$ cat config.mk
export PLATFORM = sky130hd
export DESIGN_NAME = joystick_drive_frame_encoder_flat
export DESIGN_NICKNAME = d
export VERILOG_FILES = /design/src/sv/jdfe_pkg.sv /design/src/sv/jdfe_req_if.sv /design/src/sv/jdfe_byte_if.sv /design/src/sv/jdfe_cfg_if.sv /design/src/sv/jdfe_frame_build.sv /design/src/sv/joystick_drive_frame_encoder.sv /design/src/flat_wrapper.sv
export VERILOG_INCLUDE_DIRS = /design/src /design/src/sv
export SDC_FILE = /design/constraint.sdc
export NUM_CORES = 1
export LEC_CHECK = 0
export BUFFER_PORTS_ARGS = -buffer_cell sky130_fd_sc_hd__buf_2
export CORE_UTILIZATION = 54
export DETAILED_ROUTE_END_ITERATION = 10
export GPL_TIMING_DRIVEN = 0
export PLACE_DENSITY = 0.73
export SYNTH_ARGS = -nofsm -noshare
export SYNTH_HDL_FRONTEND = slang
export SYNTH_SLANG_ARGS = --single-unit
$ cat constraint.sdc
create_clock -name i_clk -period 3.35 [get_ports i_clk]
set_input_delay 0.5025 -clock i_clk [delete_from_list [all_inputs] [get_ports i_clk]]
set_output_delay 0.5025 -clock i_clk [all_outputs]
set_load 0.02 [all_outputs]
$ cat src/sv/joystick_drive_frame_encoder_assert.svh
// ----------------------------------------------------------------------------
// Assertion macros for the joystick drive frame encoder
// Short wrappers for clocked implication checks that reset disables.
// ----------------------------------------------------------------------------
`ifndef JOYSTICK_DRIVE_FRAME_ENCODER_ASSERT_SVH
`define JOYSTICK_DRIVE_FRAME_ENCODER_ASSERT_SVH

// The consequent must hold in the same cycle as the antecedent.
`define JDFE_ASSERT_SAME(label, clk, rst_n, ante, cons) \
    label: assert property (@(posedge clk) disable iff (!(rst_n)) (ante) |-> (cons)) \
        else $error("jdfe same-cycle check failed");

// The consequent must hold in the cycle after the antecedent.
`define JDFE_ASSERT_NEXT(label, clk, rst_n, ante, cons) \
    label: assert property (@(posedge clk) disable iff (!(rst_n)) (ante) |=> (cons)) \
        else $error("jdfe next-cycle check failed");

`endif

$ cat src/sv/jdfe_pkg.sv
// ----------------------------------------------------------------------------
// Joystick drive frame encoder package
// Shared types, opcodes, frame constants and byte helpers.
// ----------------------------------------------------------------------------
package jdfe_pkg;

    // Frame geometry.
    localparam int FRAME_MAX = 11;
    localparam int CNT_W     = $clog2(FRAME_MAX + 1);

    localparam logic [CNT_W-1:0] POWERUP_LEN = CNT_W'(11);
    localparam logic [CNT_W-1:0] DRIVE_LEN   = CNT_W'(10);

    // Fixed byte values.
    localparam logic [7:0] FRAME_END     = 8'd15;
    localparam logic [7:0] DRIVE_HEADER  = 8'h60;
    localparam logic [7:0] MARK_BIT      = 8'd128;
    localparam logic [7:0] DRIVE_HORN    = 8'd128;
    localparam logic [7:0] DRIVE_ON      = 8'd132;
    localparam logic [7:0] DRIVE_MODE    = 8'd128;
    localparam logic [7:0] CHECK_BASE_PU = 8'h7f;
    localparam logic [7:0] CHECK_BASE_DR = 8'd255;

    localparam logic [7:0] POWERUP_BYTES [9] = '{
        8'h74, 8'd130, 8'd133, 8'd130, 8'd128, 8'd136, 8'd205, 8'd160, 8'd128
    };

    // Request opcodes.
    typedef enum logic {
        OP_POWERUP = 1'b0,
        OP_DRIVE   = 1'b1
    } t_op;

    // One complete frame, byte 0 sent first.
    typedef struct packed {
        logic [FRAME_MAX-1:0][7:0] bytes;
        logic [CNT_W-1:0]          len;
    } t_frame;

    // Power-up checksum, worked out at elaboration.
    function automatic logic [7:0] powerup_check();
        logic [7:0] sum;
        sum = 8'd0;
        for (int k = 0; k < 9; k++) begin
            sum = sum + {1'b0, POWERUP_BYTES[k][6:0]};
        end
        return CHECK_BASE_PU - sum;
    endfunction

    // Scale 0..255 to 0..1023 as x*1023/255 rounded down.
    // x*1023/255 = 4x + floor(3x/255), and the second term is at most 3.
    function automatic logic [9:0] scale_ten(input logic [7:0] x);
        logic [1:0] frac;
        if (x == 8'd255) begin
            frac = 2'd3;
        end else if (x >= 8'd170) begin
            frac = 2'd2;
        end else if (x >= 8'd85) begin
            frac = 2'd1;
        end else begin
            frac = 2'd0;
        end
        return {x, 2'b00} + {8'd0, frac};
    endfunction

endpackage

$ cat src/sv/jdfe_req_if.sv
// ----------------------------------------------------------------------------
// Frame request channel
// Valid/ready channel that carries one frame request.
// ----------------------------------------------------------------------------
interface jdfe_req_if;
    logic       valid;
    logic       ready;
    logic       op;
    logic [7:0] speed_value;
    logic [7:0] direction_value;

    modport source (output valid, output op, output speed_value,
                    output direction_value, input ready);
    modport sink   (input valid, input op, input speed_value,
                    input direction_value, output ready);
endinterface

$ cat src/sv/jdfe_byte_if.sv
// ----------------------------------------------------------------------------
// Frame byte channel
// Valid/ready channel that carries one frame byte and its last flag.
// ----------------------------------------------------------------------------
interface jdfe_byte_if;
    logic       valid;
    logic       ready;
    logic [7:0] frame_byte;
    logic       last_byte;

    modport source (output valid, output frame_byte, output last_byte, input ready);
    modport sink   (input valid, input frame_byte, input last_byte, output ready);
endinterface

$ cat src/sv/jdfe_cfg_if.sv
// ----------------------------------------------------------------------------
// Configuration write channel
// Valid/ready channel that writes the maximum speed setting.
// ----------------------------------------------------------------------------
interface jdfe_cfg_if;
    logic       valid;
    logic       ready;
    logic [7:0] data;

    modport source (output valid, output data, input ready);
    modport sink   (input valid, input data, output ready);
endinterface

$ cat src/sv/jdfe_frame_build.sv
// ----------------------------------------------------------------------------
// Frame builder
// Forms every byte of a power-up or drive frame from one registered request.
// ----------------------------------------------------------------------------
module jdfe_frame_build
    import jdfe_pkg::*;
(
    input  t_op        i_op,
    input  logic [7:0] i_speed_value,
    input  logic [7:0] i_direction_value,
    input  logic [7:0] i_max_speed,
    output t_frame     o_frame
);

    localparam logic [7:0] PU_CHECK = powerup_check();

    logic [9:0] spd;
    logic [9:0] dir;
    logic [7:0] drv [8];
    logic [6:0] sum7;

    // Scaled readings.
    assign spd = scale_ten(i_speed_value);
    assign dir = scale_ten(i_direction_value);

    // Drive frame body.
    assign drv[0] = DRIVE_HEADER;
    assign drv[1] = MARK_BIT | {1'b0, spd[9:3]};
    assign drv[2] = MARK_BIT | {1'b0, dir[9:3]};
    assign drv[3] = MARK_BIT | {1'b0, i_max_speed[7:1]};
    assign drv[4] = MARK_BIT | {1'b0, i_max_speed[0], spd[2:0], dir[2:0]};
    assign drv[5] = DRIVE_HORN;
    assign drv[6] = DRIVE_ON;
    assign drv[7] = DRIVE_MODE;

    // Drive checksum: seven-bit sum of the low bits of the body bytes.
    assign sum7 = drv[0][6:0] + drv[1][6:0] + drv[2][6:0] + drv[3][6:0]
                + drv[4][6:0] + drv[5][6:0] + drv[6][6:0] + drv[7][6:0];

    // Frame selection.
    always_comb begin
        o_frame = '0;
        unique case (i_op)
            OP_POWERUP: begin
                for (int k = 0; k < 9; k++) begin
                    o_frame.bytes[k] = POWERUP_BYTES[k];
                end
                o_frame.bytes[9]  = PU_CHECK;
                o_frame.bytes[10] = FRAME_END;
                o_frame.len       = POWERUP_LEN;
            end
            OP_DRIVE: begin
                for (int k = 0; k < 8; k++) begin
                    o_frame.bytes[k] = drv[k];
                end
                o_frame.bytes[8] = CHECK_BASE_DR - {1'b0, sum7};
                o_frame.bytes[9] = FRAME_END;
                o_frame.len      = DRIVE_LEN;
            end
            default: begin
                o_frame = '0;
            end
        endcase
    end

endmodule

$ cat src/sv/joystick_drive_frame_encoder.sv
// ----------------------------------------------------------------------------
// Joystick drive frame encoder
// Turns frame requests into serial byte frames, one byte per handshake.
// ----------------------------------------------------------------------------
//  Channel   Direction  Carries
//  i_req     in         op, speed_value, direction_value
//  o_rsp     out        frame_byte, last_byte
//  i_cfg     in         data (maximum speed setting)
//
//  A power-up request yields 11 bytes, a drive request 10, one per cycle while o_rsp is ready.
//  The output shift register sets the rate: one request per frame, loaded as the last byte goes.
//  The next request is taken into the input register while a frame streams.
//  Reset clears the valid flags and sets the maximum speed setting to zero.
//  A stalled output holds its byte; the input waits while both stages are full.
// ----------------------------------------------------------------------------
`include "joystick_drive_frame_encoder_assert.svh"

module joystick_drive_frame_encoder
    import jdfe_pkg::*;
(
    input  logic        i_clk,
    input  logic        i_rst_n,
    jdfe_req_if.sink    i_req,
    jdfe_cfg_if.sink    i_cfg,
    jdfe_byte_if.source o_rsp
);

    logic                      r_in_vld;
    t_op                       r_in_op;
    logic [7:0]                r_in_spd;
    logic [7:0]                r_in_dir;
    logic [7:0]                r_max;
    logic                      r_busy;
    logic [CNT_W-1:0]          r_cnt;
    logic [FRAME_MAX-1:0][7:0] r_bytes;

    logic   out_fire;
    logic   fin;
    logic   load;
    t_frame built;

    // Handshake decode.
    assign out_fire = r_busy && o_rsp.ready;
    assign fin      = out_fire && (r_cnt == CNT_W'(1));
    assign load     = r_in_vld && (!r_busy || fin);

    assign i_req.ready = !r_in_vld || load;
    assign i_cfg.ready = 1'b1;

    // Configuration register.
    always_ff @(posedge i_clk) begin
        if (!i_rst_n) begin
            r_max <= 8'd0;
        end else if (i_cfg.valid) begin
            r_max <= i_cfg.data;
        end
    end

    // Input register.
    always_ff @(posedge i_clk) begin
        if (!i_rst_n) begin
            r_in_vld <= 1'b0;
        end else if (i_req.valid && i_req.ready) begin
            r_in_vld <= 1'b1;
        end else if (load) begin
            r_in_vld <= 1'b0;
        end
    end

    always_ff @(posedge i_clk) begin
        if (i_req.valid && i_req.ready) begin
            r_in_op  <= t_op'(i_req.op);
            r_in_spd <= i_req.speed_value;
            r_in_dir <= i_req.direction_value;
        end
    end

    // Frame contents for the held request.
    jdfe_frame_build u_build (
        .i_op              (r_in_op),
        .i_speed_value     (r_in_spd),
        .i_direction_value (r_in_dir),
        .i_max_speed       (r_max),
        .o_frame           (built)
    );

    // Output shift register and byte count.
    always_ff @(posedge i_clk) begin
        if (!i_rst_n) begin
            r_busy <= 1'b0;
            r_cnt  <= '0;
        end else if (load) begin
            r_busy <= 1'b1;
            r_cnt  <= built.len;
        end else if (out_fire) begin
            r_busy <= !fin;
            r_cnt  <= r_cnt - CNT_W'(1);
        end
    end

    always_ff @(posedge i_clk) begin
        if (load) begin
            r_bytes <= built.bytes;
        end else if (out_fire) begin
            r_bytes <= {8'h00, r_bytes[FRAME_MAX-1:1]};
        end
    end

    assign o_rsp.valid      = r_busy;
    assign o_rsp.frame_byte = r_bytes[0];
    assign o_rsp.last_byte  = (r_cnt == CNT_W'(1));

    // Checks.
    `JDFE_ASSERT_SAME(a_busy_has_bytes, i_clk, i_rst_n, r_busy, r_cnt != '0)
    `JDFE_ASSERT_SAME(a_last_is_end, i_clk, i_rst_n, r_busy && o_rsp.last_byte, r_bytes[0] == FRAME_END)
    `JDFE_ASSERT_NEXT(a_idle_after_end, i_clk, i_rst_n, fin && !r_in_vld, !r_busy)
    `JDFE_ASSERT_NEXT(a_held_request, i_clk, i_rst_n, r_in_vld && !load, r_in_vld && $stable(r_in_op))

endmodule
$ cat src/flat_wrapper.sv
// flat-port wrapper written by rule: the top's interface ports become plain ports
module joystick_drive_frame_encoder_flat import jdfe_pkg::*;
  (i_clk, i_rst_n, i_req_valid, i_req_op, i_req_speed_value, i_req_direction_value, i_req_ready, i_cfg_valid, i_cfg_data, i_cfg_ready, o_rsp_valid, o_rsp_frame_byte, o_rsp_last_byte, o_rsp_ready);
  jdfe_req_if i_req_i ();
  jdfe_cfg_if i_cfg_i ();
  jdfe_byte_if o_rsp_i ();
  input  logic i_clk;
  input  logic i_rst_n;
  input wire logic [$bits(i_req_i.valid)-1:0] i_req_valid;
  input wire logic [$bits(i_req_i.op)-1:0] i_req_op;
  input wire logic [$bits(i_req_i.speed_value)-1:0] i_req_speed_value;
  input wire logic [$bits(i_req_i.direction_value)-1:0] i_req_direction_value;
  output wire logic [$bits(i_req_i.ready)-1:0] i_req_ready;
  input wire logic [$bits(i_cfg_i.valid)-1:0] i_cfg_valid;
  input wire logic [$bits(i_cfg_i.data)-1:0] i_cfg_data;
  output wire logic [$bits(i_cfg_i.ready)-1:0] i_cfg_ready;
  output wire logic [$bits(o_rsp_i.valid)-1:0] o_rsp_valid;
  output wire logic [$bits(o_rsp_i.frame_byte)-1:0] o_rsp_frame_byte;
  output wire logic [$bits(o_rsp_i.last_byte)-1:0] o_rsp_last_byte;
  input wire logic [$bits(o_rsp_i.ready)-1:0] o_rsp_ready;
  assign i_req_i.valid = i_req_valid;
  assign i_req_i.op = i_req_op;
  assign i_req_i.speed_value = i_req_speed_value;
  assign i_req_i.direction_value = i_req_direction_value;
  assign i_req_ready = i_req_i.ready;
  assign i_cfg_i.valid = i_cfg_valid;
  assign i_cfg_i.data = i_cfg_data;
  assign i_cfg_ready = i_cfg_i.ready;
  assign o_rsp_valid = o_rsp_i.valid;
  assign o_rsp_frame_byte = o_rsp_i.frame_byte;
  assign o_rsp_last_byte = o_rsp_i.last_byte;
  assign o_rsp_i.ready = o_rsp_ready;
  joystick_drive_frame_encoder u_core (.i_clk(i_clk), .i_rst_n(i_rst_n), .i_req(i_req_i), .i_cfg(i_cfg_i), .o_rsp(o_rsp_i));
endmodule
# Yosys cells after proc, flatten, opt, wreduce, memory -nomap -nowiden
# Index checks and enable logic that the tools add are counted.
[word_totals] wordCells=62 reg_bits=119
[classes] bitwise_logic=1 mux=16 addsub=9 n_reduce_logical=11 eq_ne=3 n_lt_le_gt_ge=4
[ops] operator="88-bit two-way mux" count=2
[ops] operator="84-bit one-hot mux with 2 select lines" count=1
[ops] operator="7-bit adder" count=3
[ops] operator="10-bit by 2-bit adder with 10-bit output" count=2
[ops] operator="8-bit == test, second input constant" count=2
[ops] operator="8-bit by 7-bit >= comparator with 1-bit output, second input constant" count=2
[ops] operator="8-bit >= comparator, second input constant" count=2
[ops] operator="4-bit two-way mux" count=3
[ops] operator="2-bit two-way mux" count=4
[ops] operator="8-bit by 7-bit subtractor with 8-bit output, first input constant" count=1
[ops] operator="7-bit by 3-bit adder with 7-bit output, second input constant" count=1
[ops] operator="7-bit adder, first input constant" count=1
[ops] operator="1-bit two-way mux" count=6
[ops] operator="4-bit by 1-bit == test with 1-bit output, second input constant" count=1
[ops] operator="1-bit logical AND" count=4
[ops] operator="2-bit nonzero test" count=2
[ops] operator="4-bit by 1-bit subtractor with 4-bit output, second input constant" count=1
[ops] operator="1-bit zero test" count=3
[ops] operator="1-bit logical OR" count=2
[ops] operator="1-bit inverter" count=1

# Depth between registers and ports, before layout
[logic_depth] word_depth=13 mapped_depth=14

# Cells and area by module
# Synthesis repeated with hierarchy kept, for this count alone.
[hier_totals] hier_cells=474 hier_area_um2=6313.6
[by_module_without_submodules] module="joystick_drive_frame_encoder" area_per_inst_um2=4966.0 instances=1 cells_per_inst=296 seq_area_each_um2=3433.3
[by_module_without_submodules] module="jdfe_frame_build" area_per_inst_um2=1347.5 instances=1 cells_per_inst=178 seq_area_each_um2=0.0

# Least setup slack after synthesis
# OpenSTA, ideal clock, no wires.
[synth_timing] kind="reg2reg" from="register u_core.r_in_dir[2]" to="register u_core.r_bytes[70] (netlist bit), data pin" path_buffers=0 slack_ns=-0.188 path_stages_with_launch=15 setup_ns=0.260 t_arrival_ns=3.278 cell_sequence="edfxtp_1 o21ai_0 o2bb2ai_1 nor2_1 fa_1 inv_1 fa_1 inv_1 fa_1 ha_1 fa_1 a21o_1 a21oi_1 xnor3_1 nor2_1"
[synth_between] elab_chain_cells=12 elab_cells_between_ends=14 classes_between="add/sub: 6; order compare: 2; eq/ne: 1; mux: 5"
[synth_lines] item="from (decl)" line="joystick_drive_frame_encoder.sv:31" text="logic [7:0] r_in_dir;"
[synth_lines] item="from (signal assigned)" line="joystick_drive_frame_encoder.sv:74" text="r_in_dir <= i_req.direction_value;"
[synth_lines] item="8-bit by 7-bit >= comparator with 1-bit output" line="jdfe_pkg.sv:58" text="end else if (x >= 8'd85) begin"
[synth_lines] item="1-bit two-way mux" line="jdfe_pkg.sv:58"
[synth_lines] item="2-bit two-way mux" line="jdfe_pkg.sv:56" text="end else if (x >= 8'd170) begin"
[synth_lines] item="2-bit two-way mux" line="jdfe_pkg.sv:54" text="if (x == 8'd255) begin"
[synth_lines] item="10-bit by 2-bit adder with 10-bit output *" line="jdfe_pkg.sv:63" text="return {x, 2'b00} + {8'd0, frac};"
[synth_lines] item="7-bit adder (2 in series)" line="jdfe_frame_build.sv:37" text="assign sum7 = drv[0][6:0] + drv[1][6:0] + drv[2][6:0] + drv[3][6:0]"
[synth_lines] item="7-bit adder *" line="jdfe_frame_build.sv:38" text="+ drv[4][6:0] + drv[5][6:0] + drv[6][6:0] + drv[7][6:0];"
[synth_lines] item="7-bit by 3-bit adder with 7-bit output *" line="jdfe_frame_build.sv:38"
[synth_lines] item="8-bit by 7-bit subtractor with 8-bit output *" line="jdfe_frame_build.sv:56" text="o_frame.bytes[8] = CHECK_BASE_DR - {1'b0, sum7};"
[synth_lines] item="84-bit one-hot mux with 2 select lines *" line="jdfe_frame_build.sv:43" text="unique case (i_op)"
[synth_lines] item="88-bit two-way mux *" line="joystick_drive_frame_encoder.sv:102" text="if (load) begin"
[synth_lines] item="to (signal assigned)" line="joystick_drive_frame_encoder.sv:103" text="r_bytes <= built.bytes;"
[synth_lines] item="to (signal assigned)" line="joystick_drive_frame_encoder.sv:105" text="r_bytes <= {8'h00, r_bytes[FRAME_MAX-1:1]};"
[synth_lines] item="to (decl)" line="joystick_drive_frame_encoder.sv:35" text="logic [FRAME_MAX-1:0][7:0] r_bytes;"
# Mark *: on every way between the ends. The rest lies on a longest branch, timed or not. The select of a mux whose other input is x is not followed.
# A chain may end at the register's enable or synchronous reset.

# Worst setup path after layout
[layout_timing] from="register u_core.r_in_dir[6]" to="register u_core.r_bytes[70] (netlist bit), data pin"
# The elaborated chain is that of the path after synthesis.

==> metrics.md <==
| Metric | Value |
|---|---|
| Synthesized flop and latch total | 107 |
| Hold Fails Final Rpt | 0 |
| Reg2reg path depth | 14 |
| Final GP Congestion | 0.884 |
| Worst slew pin tran | 0.949 ns |
| Final Critical Period | 3.63 ns |
| Antenna Diode Count | 0 |
| Post-Syn Area per Cell | 12.8 sq um |
| FP Rows | 34 |
| Flop pwr share | 53.2% |
| Worst-Skew Late Latency | 0.37 ns |
| Worst VDD drop | 0.338 mV |
| Clock Path Buffers | 2 |
| Initial DRC count | 226 |
| Post-Synthesis Cells | 387 |
| Max-Cap Viols | 0 |
| Seq. cell area | 0.00307 sq mm |
| Multi-input gate area | 0.00174 sq mm |
| First-pass GRT wire length | 15100 um |
| Routed WL | 9810 um |
| Register area share after synthesis | 62.0% |
| Total grt overflow | 0 |
| Post-synth top cells | 93 x edfxtp_1, 49 x nand2_1, 27 x inv_1, 27 x o21ai_0, 19 x and2_1 |
| Number of fill cells in the layout | 634 |
| Worst endpoint required time | 3.57 ns |
| Area leader, netlist | edfxtp_1 |
| Dpl hpwl | 6450 um |
| Status | finished with violations |
| Clk slew on worst S/H paths | 0.09 ns |
| Top post-synthesis cells by area | edfxtp_1 56%, dfxtp_1 5.7%, fa_1 4.8%, nand2_1 3.7%, ha_1 3.0% |
| Met2 usage | 33.4% |
| Max_slew headroom | 36.5% |
| Switching pwr | 0.824 mW |
| Pwr Density | 532 mW/mm^2 |
| DRC viols | 2 |
| Leak Pwr | 2.33 nW |
| Die width | 97.8 um |
| R2r endpoint | u_core.r_bytes[70] |
| Clock power frac | 25.8% |
| M1 GR Usage | 29.0% |
| Final net count | 515 |
| Worst Setup End Kind | register |
| DRT Pass-1 Iters | 8 |
| Vias/cell | 5.36 |
| Wire per inst | 17.1 um |
| Post-synth EDFFs | 93 |
| Max Freq | 0.276 GHz |
| Hold Path Class | input pin to register |
| Clock Root Buffer | clkbuf_8 |
| Largest net degree at the start of global routing | 65 |
| PortBufs | 39 |
| DR vias | 3076 |
| CTS tree | built |
| Hold_ws | 0.311 ns |
| Async S/R FF share, synth | 0% |
| Fin crit share | 108% |
| Initial antenna violation count | 0 |
| Hold Startpoint | i_req_speed_value[1] |
| Count leader, synth | edfxtp_1 |
| Gr usage total | 21.3% |
| Worst Setup Slack, final | -0.277 ns |
| DIE AREA | 0.00957 sq mm |
| Die Span Y | 97.8 um |
| Unrepaired setup endpoints after global routing | yes |
| CP Launch Type | register |
| R2R setup slack | -0.28 ns |
| Core area | 0.00881 sq mm |
| Initial Util | 56.3% |
| Share of total power in combinational logic | 20.9% |
| Final max-slew violation count | 0 |
| Synthesized Nets | 441 |
| Top FF cell, synth | edfxtp_1 |
| Clk sinks | 107 |
| Post-Route Setup TNS | -0.464 ns |
| Total power | 3.09 mW |
| Violated checks | design-rule violations, negative setup slack |
| IO Count | 42 |
| GRT busiest layer | met2 |
| Setup violations, final | 2 |
| Worst Path Arrival | 3.84 ns |
| WHS Endpoint | u_core.r_in_spd[1] |
| Post-route clock skew | 0.0110 ns |
| Detail Route Antenna Nets | 0 |
| Switch share | 26.7% |
| CP Class | register to register |
| Worst hold path depth | 1 |
| Synthesized area | 0.00496 sq mm |
| Synth warn | 0 |
| Max FO, Critical Path | 5 |
| Synth top area share | 56.3% |
| GR Util met3 | 4.22% |
| Distinct cells, synth | 42 |
| DP Worst Slack | -0.210 ns |
| Worst r2r src | u_core.r_in_dir[6] |
| Vias in the first global route | 2993 |
| P&R area growth vs syn | 17.1% |
| H-tree level count | 3 |
| Internal power | 2.26 mW |
| CTS Buf Count | 9 |
| Fraction of layout cells with a size suffix above 1 | 25.5% |
-- logic make-up (layout without fill, tap and decap cells) --
family / count (synthesis) / after routing / share of synthesized area, %
simple gates: 118 / 118 / 12.1
flops: 107 / 107 / 62.0
compound gates: 65 / 65 / 8.48
buf+inv: 52 / 131 / 5.42
fa+ha+maj: 24 / 24 / 7.87
xor+xnor: 11 / 11 / 2.22
mux: 9 / 9 / 1.84
other cells: 1 / 1 / 0.0756
-- power by group through the flow --
stage	clock (mW)	sequential (mW)	combinational (mW)
after CTS	0.806	1.64	0.599
final	0.798	1.64	0.646
after floorplan	0	1.66	0.420
after detailed placement	0	1.68	0.556
after global placement	0	1.68	0.532
after global routing	0.856	1.65	0.717
-- placed cells by master, fill, tap and decap left out, types with 2 or more instances in the layout --
master and instances:
a21oi_2 2, buf_4 32, clkbuf_8 9, a31oi_2 2, and3_1 2, fa_2 3, xnor2_1 7, nand2b_1 14
inv_2 2, a21boi_0 3, o2bb2ai_2 2, nor2b_1 10, a31oi_1 4, ha_1 9, buf_2 41, nand2_1 49
dfxtp_1 14, edfxtp_1 93, a21oi_1 2, inv_1 25, clkbuf_16 2, o21ai_0 22, nor2_2 2, and2_1 19
clkbuf_1 12, fa_1 9, nand3_1 6, o21ai_2 4, nor2_1 11, a21o_1 9, ha_4 2, xor2_1 3
buf_6 5, a22o_1 2, mux2i_1 8, o21ai_1 4
-- routing by layer --
layer | wire, um | share of wire (%)
met5 | 0 | 0
met2 | 4830 | 49
met4 | 260 | 2.6
met3 | 483 | 4.9
met1 | 4240 | 43
-- per-stage QoR --
| stage | cells | utilization (%) | instance area, sq um |
|---|---|---|---|
| 2_1_floorplan | 387 | - | 4970 |
| 3_3_place_gp | 534 | 60.2 | 5300 |
| 3_5_place_dp | 535 | 60.7 | 5340 |
| 4_1_cts | 565 | 64.3 | 5660 |
| 5_1_grt | 574 | 66.0 | 5810 |
| 6_report | 574 | 66.0 | 5810 |
-- registers in the layout (all words and copies together), names as in the netlist --
register / cells
u_core.o_rsp.frame_byte: 8
u_core.o_rsp.valid: 1
u_core.r_bytes: 68
u_core.r_cnt: 4
u_core.r_in_dir: 8
u_core.r_in_op: 1
u_core.r_in_spd: 8
u_core.r_in_vld: 1
u_core.r_max: 8
-- layout make-up --
type / count / share of cell area [%]
buffer: 25 / 2.89
clock buffer: 14 / 3.19
clock inverter: 2 / 0.258
inverter: 27 / 1.74
multi-input combinational: 228 / 29.9
sequential: 107 / 52.9
tap: 108 / 2.33
timing repair buffer: 63 / 6.81
-- worst max-delay path, cell delays in order (launching register included) --
cell       delay (ns)
edfxtp_1         0.48
nor2_2           0.23
o2bb2ai_4        0.16
o21ai_2          0.08
o21a_1           0.15
fa_2             0.35
fa_2             0.37
inv_2            0.06
fa_1             0.42
ha_2             0.20
fa_2             0.34
a21o_1           0.17
a21oi_2          0.13
xnor3_1          0.24
nor2_1           0.09
-- what timing repair did --
action | in CTS | in global routing
setup endpoints to repair | 3 | 4
pin swaps | 5 | 11
setup buffers | 14 | 9
hold buffers | 0 | 0
resized for setup | 2 | 18
-- how the worst max path moves through the flow --
stage,slack (ns),end,startpoint
floorplan,0.003,u_core.r_bytes[70],u_core.r_in_dir[2]
global placement,-0.21,u_core.r_bytes[70],u_core.r_in_dir[2]
detailed placement,-0.21,u_core.r_bytes[70],u_core.r_in_dir[6]
CTS,-0.15,u_core.r_bytes[70],u_core.r_in_dir[6]
global route,-0.43,u_core.r_bytes[70],u_core.r_in_dir[6]
finish,-0.28,u_core.r_bytes[70],u_core.r_in_dir[6]
Power figures use the tool's default switching activity.
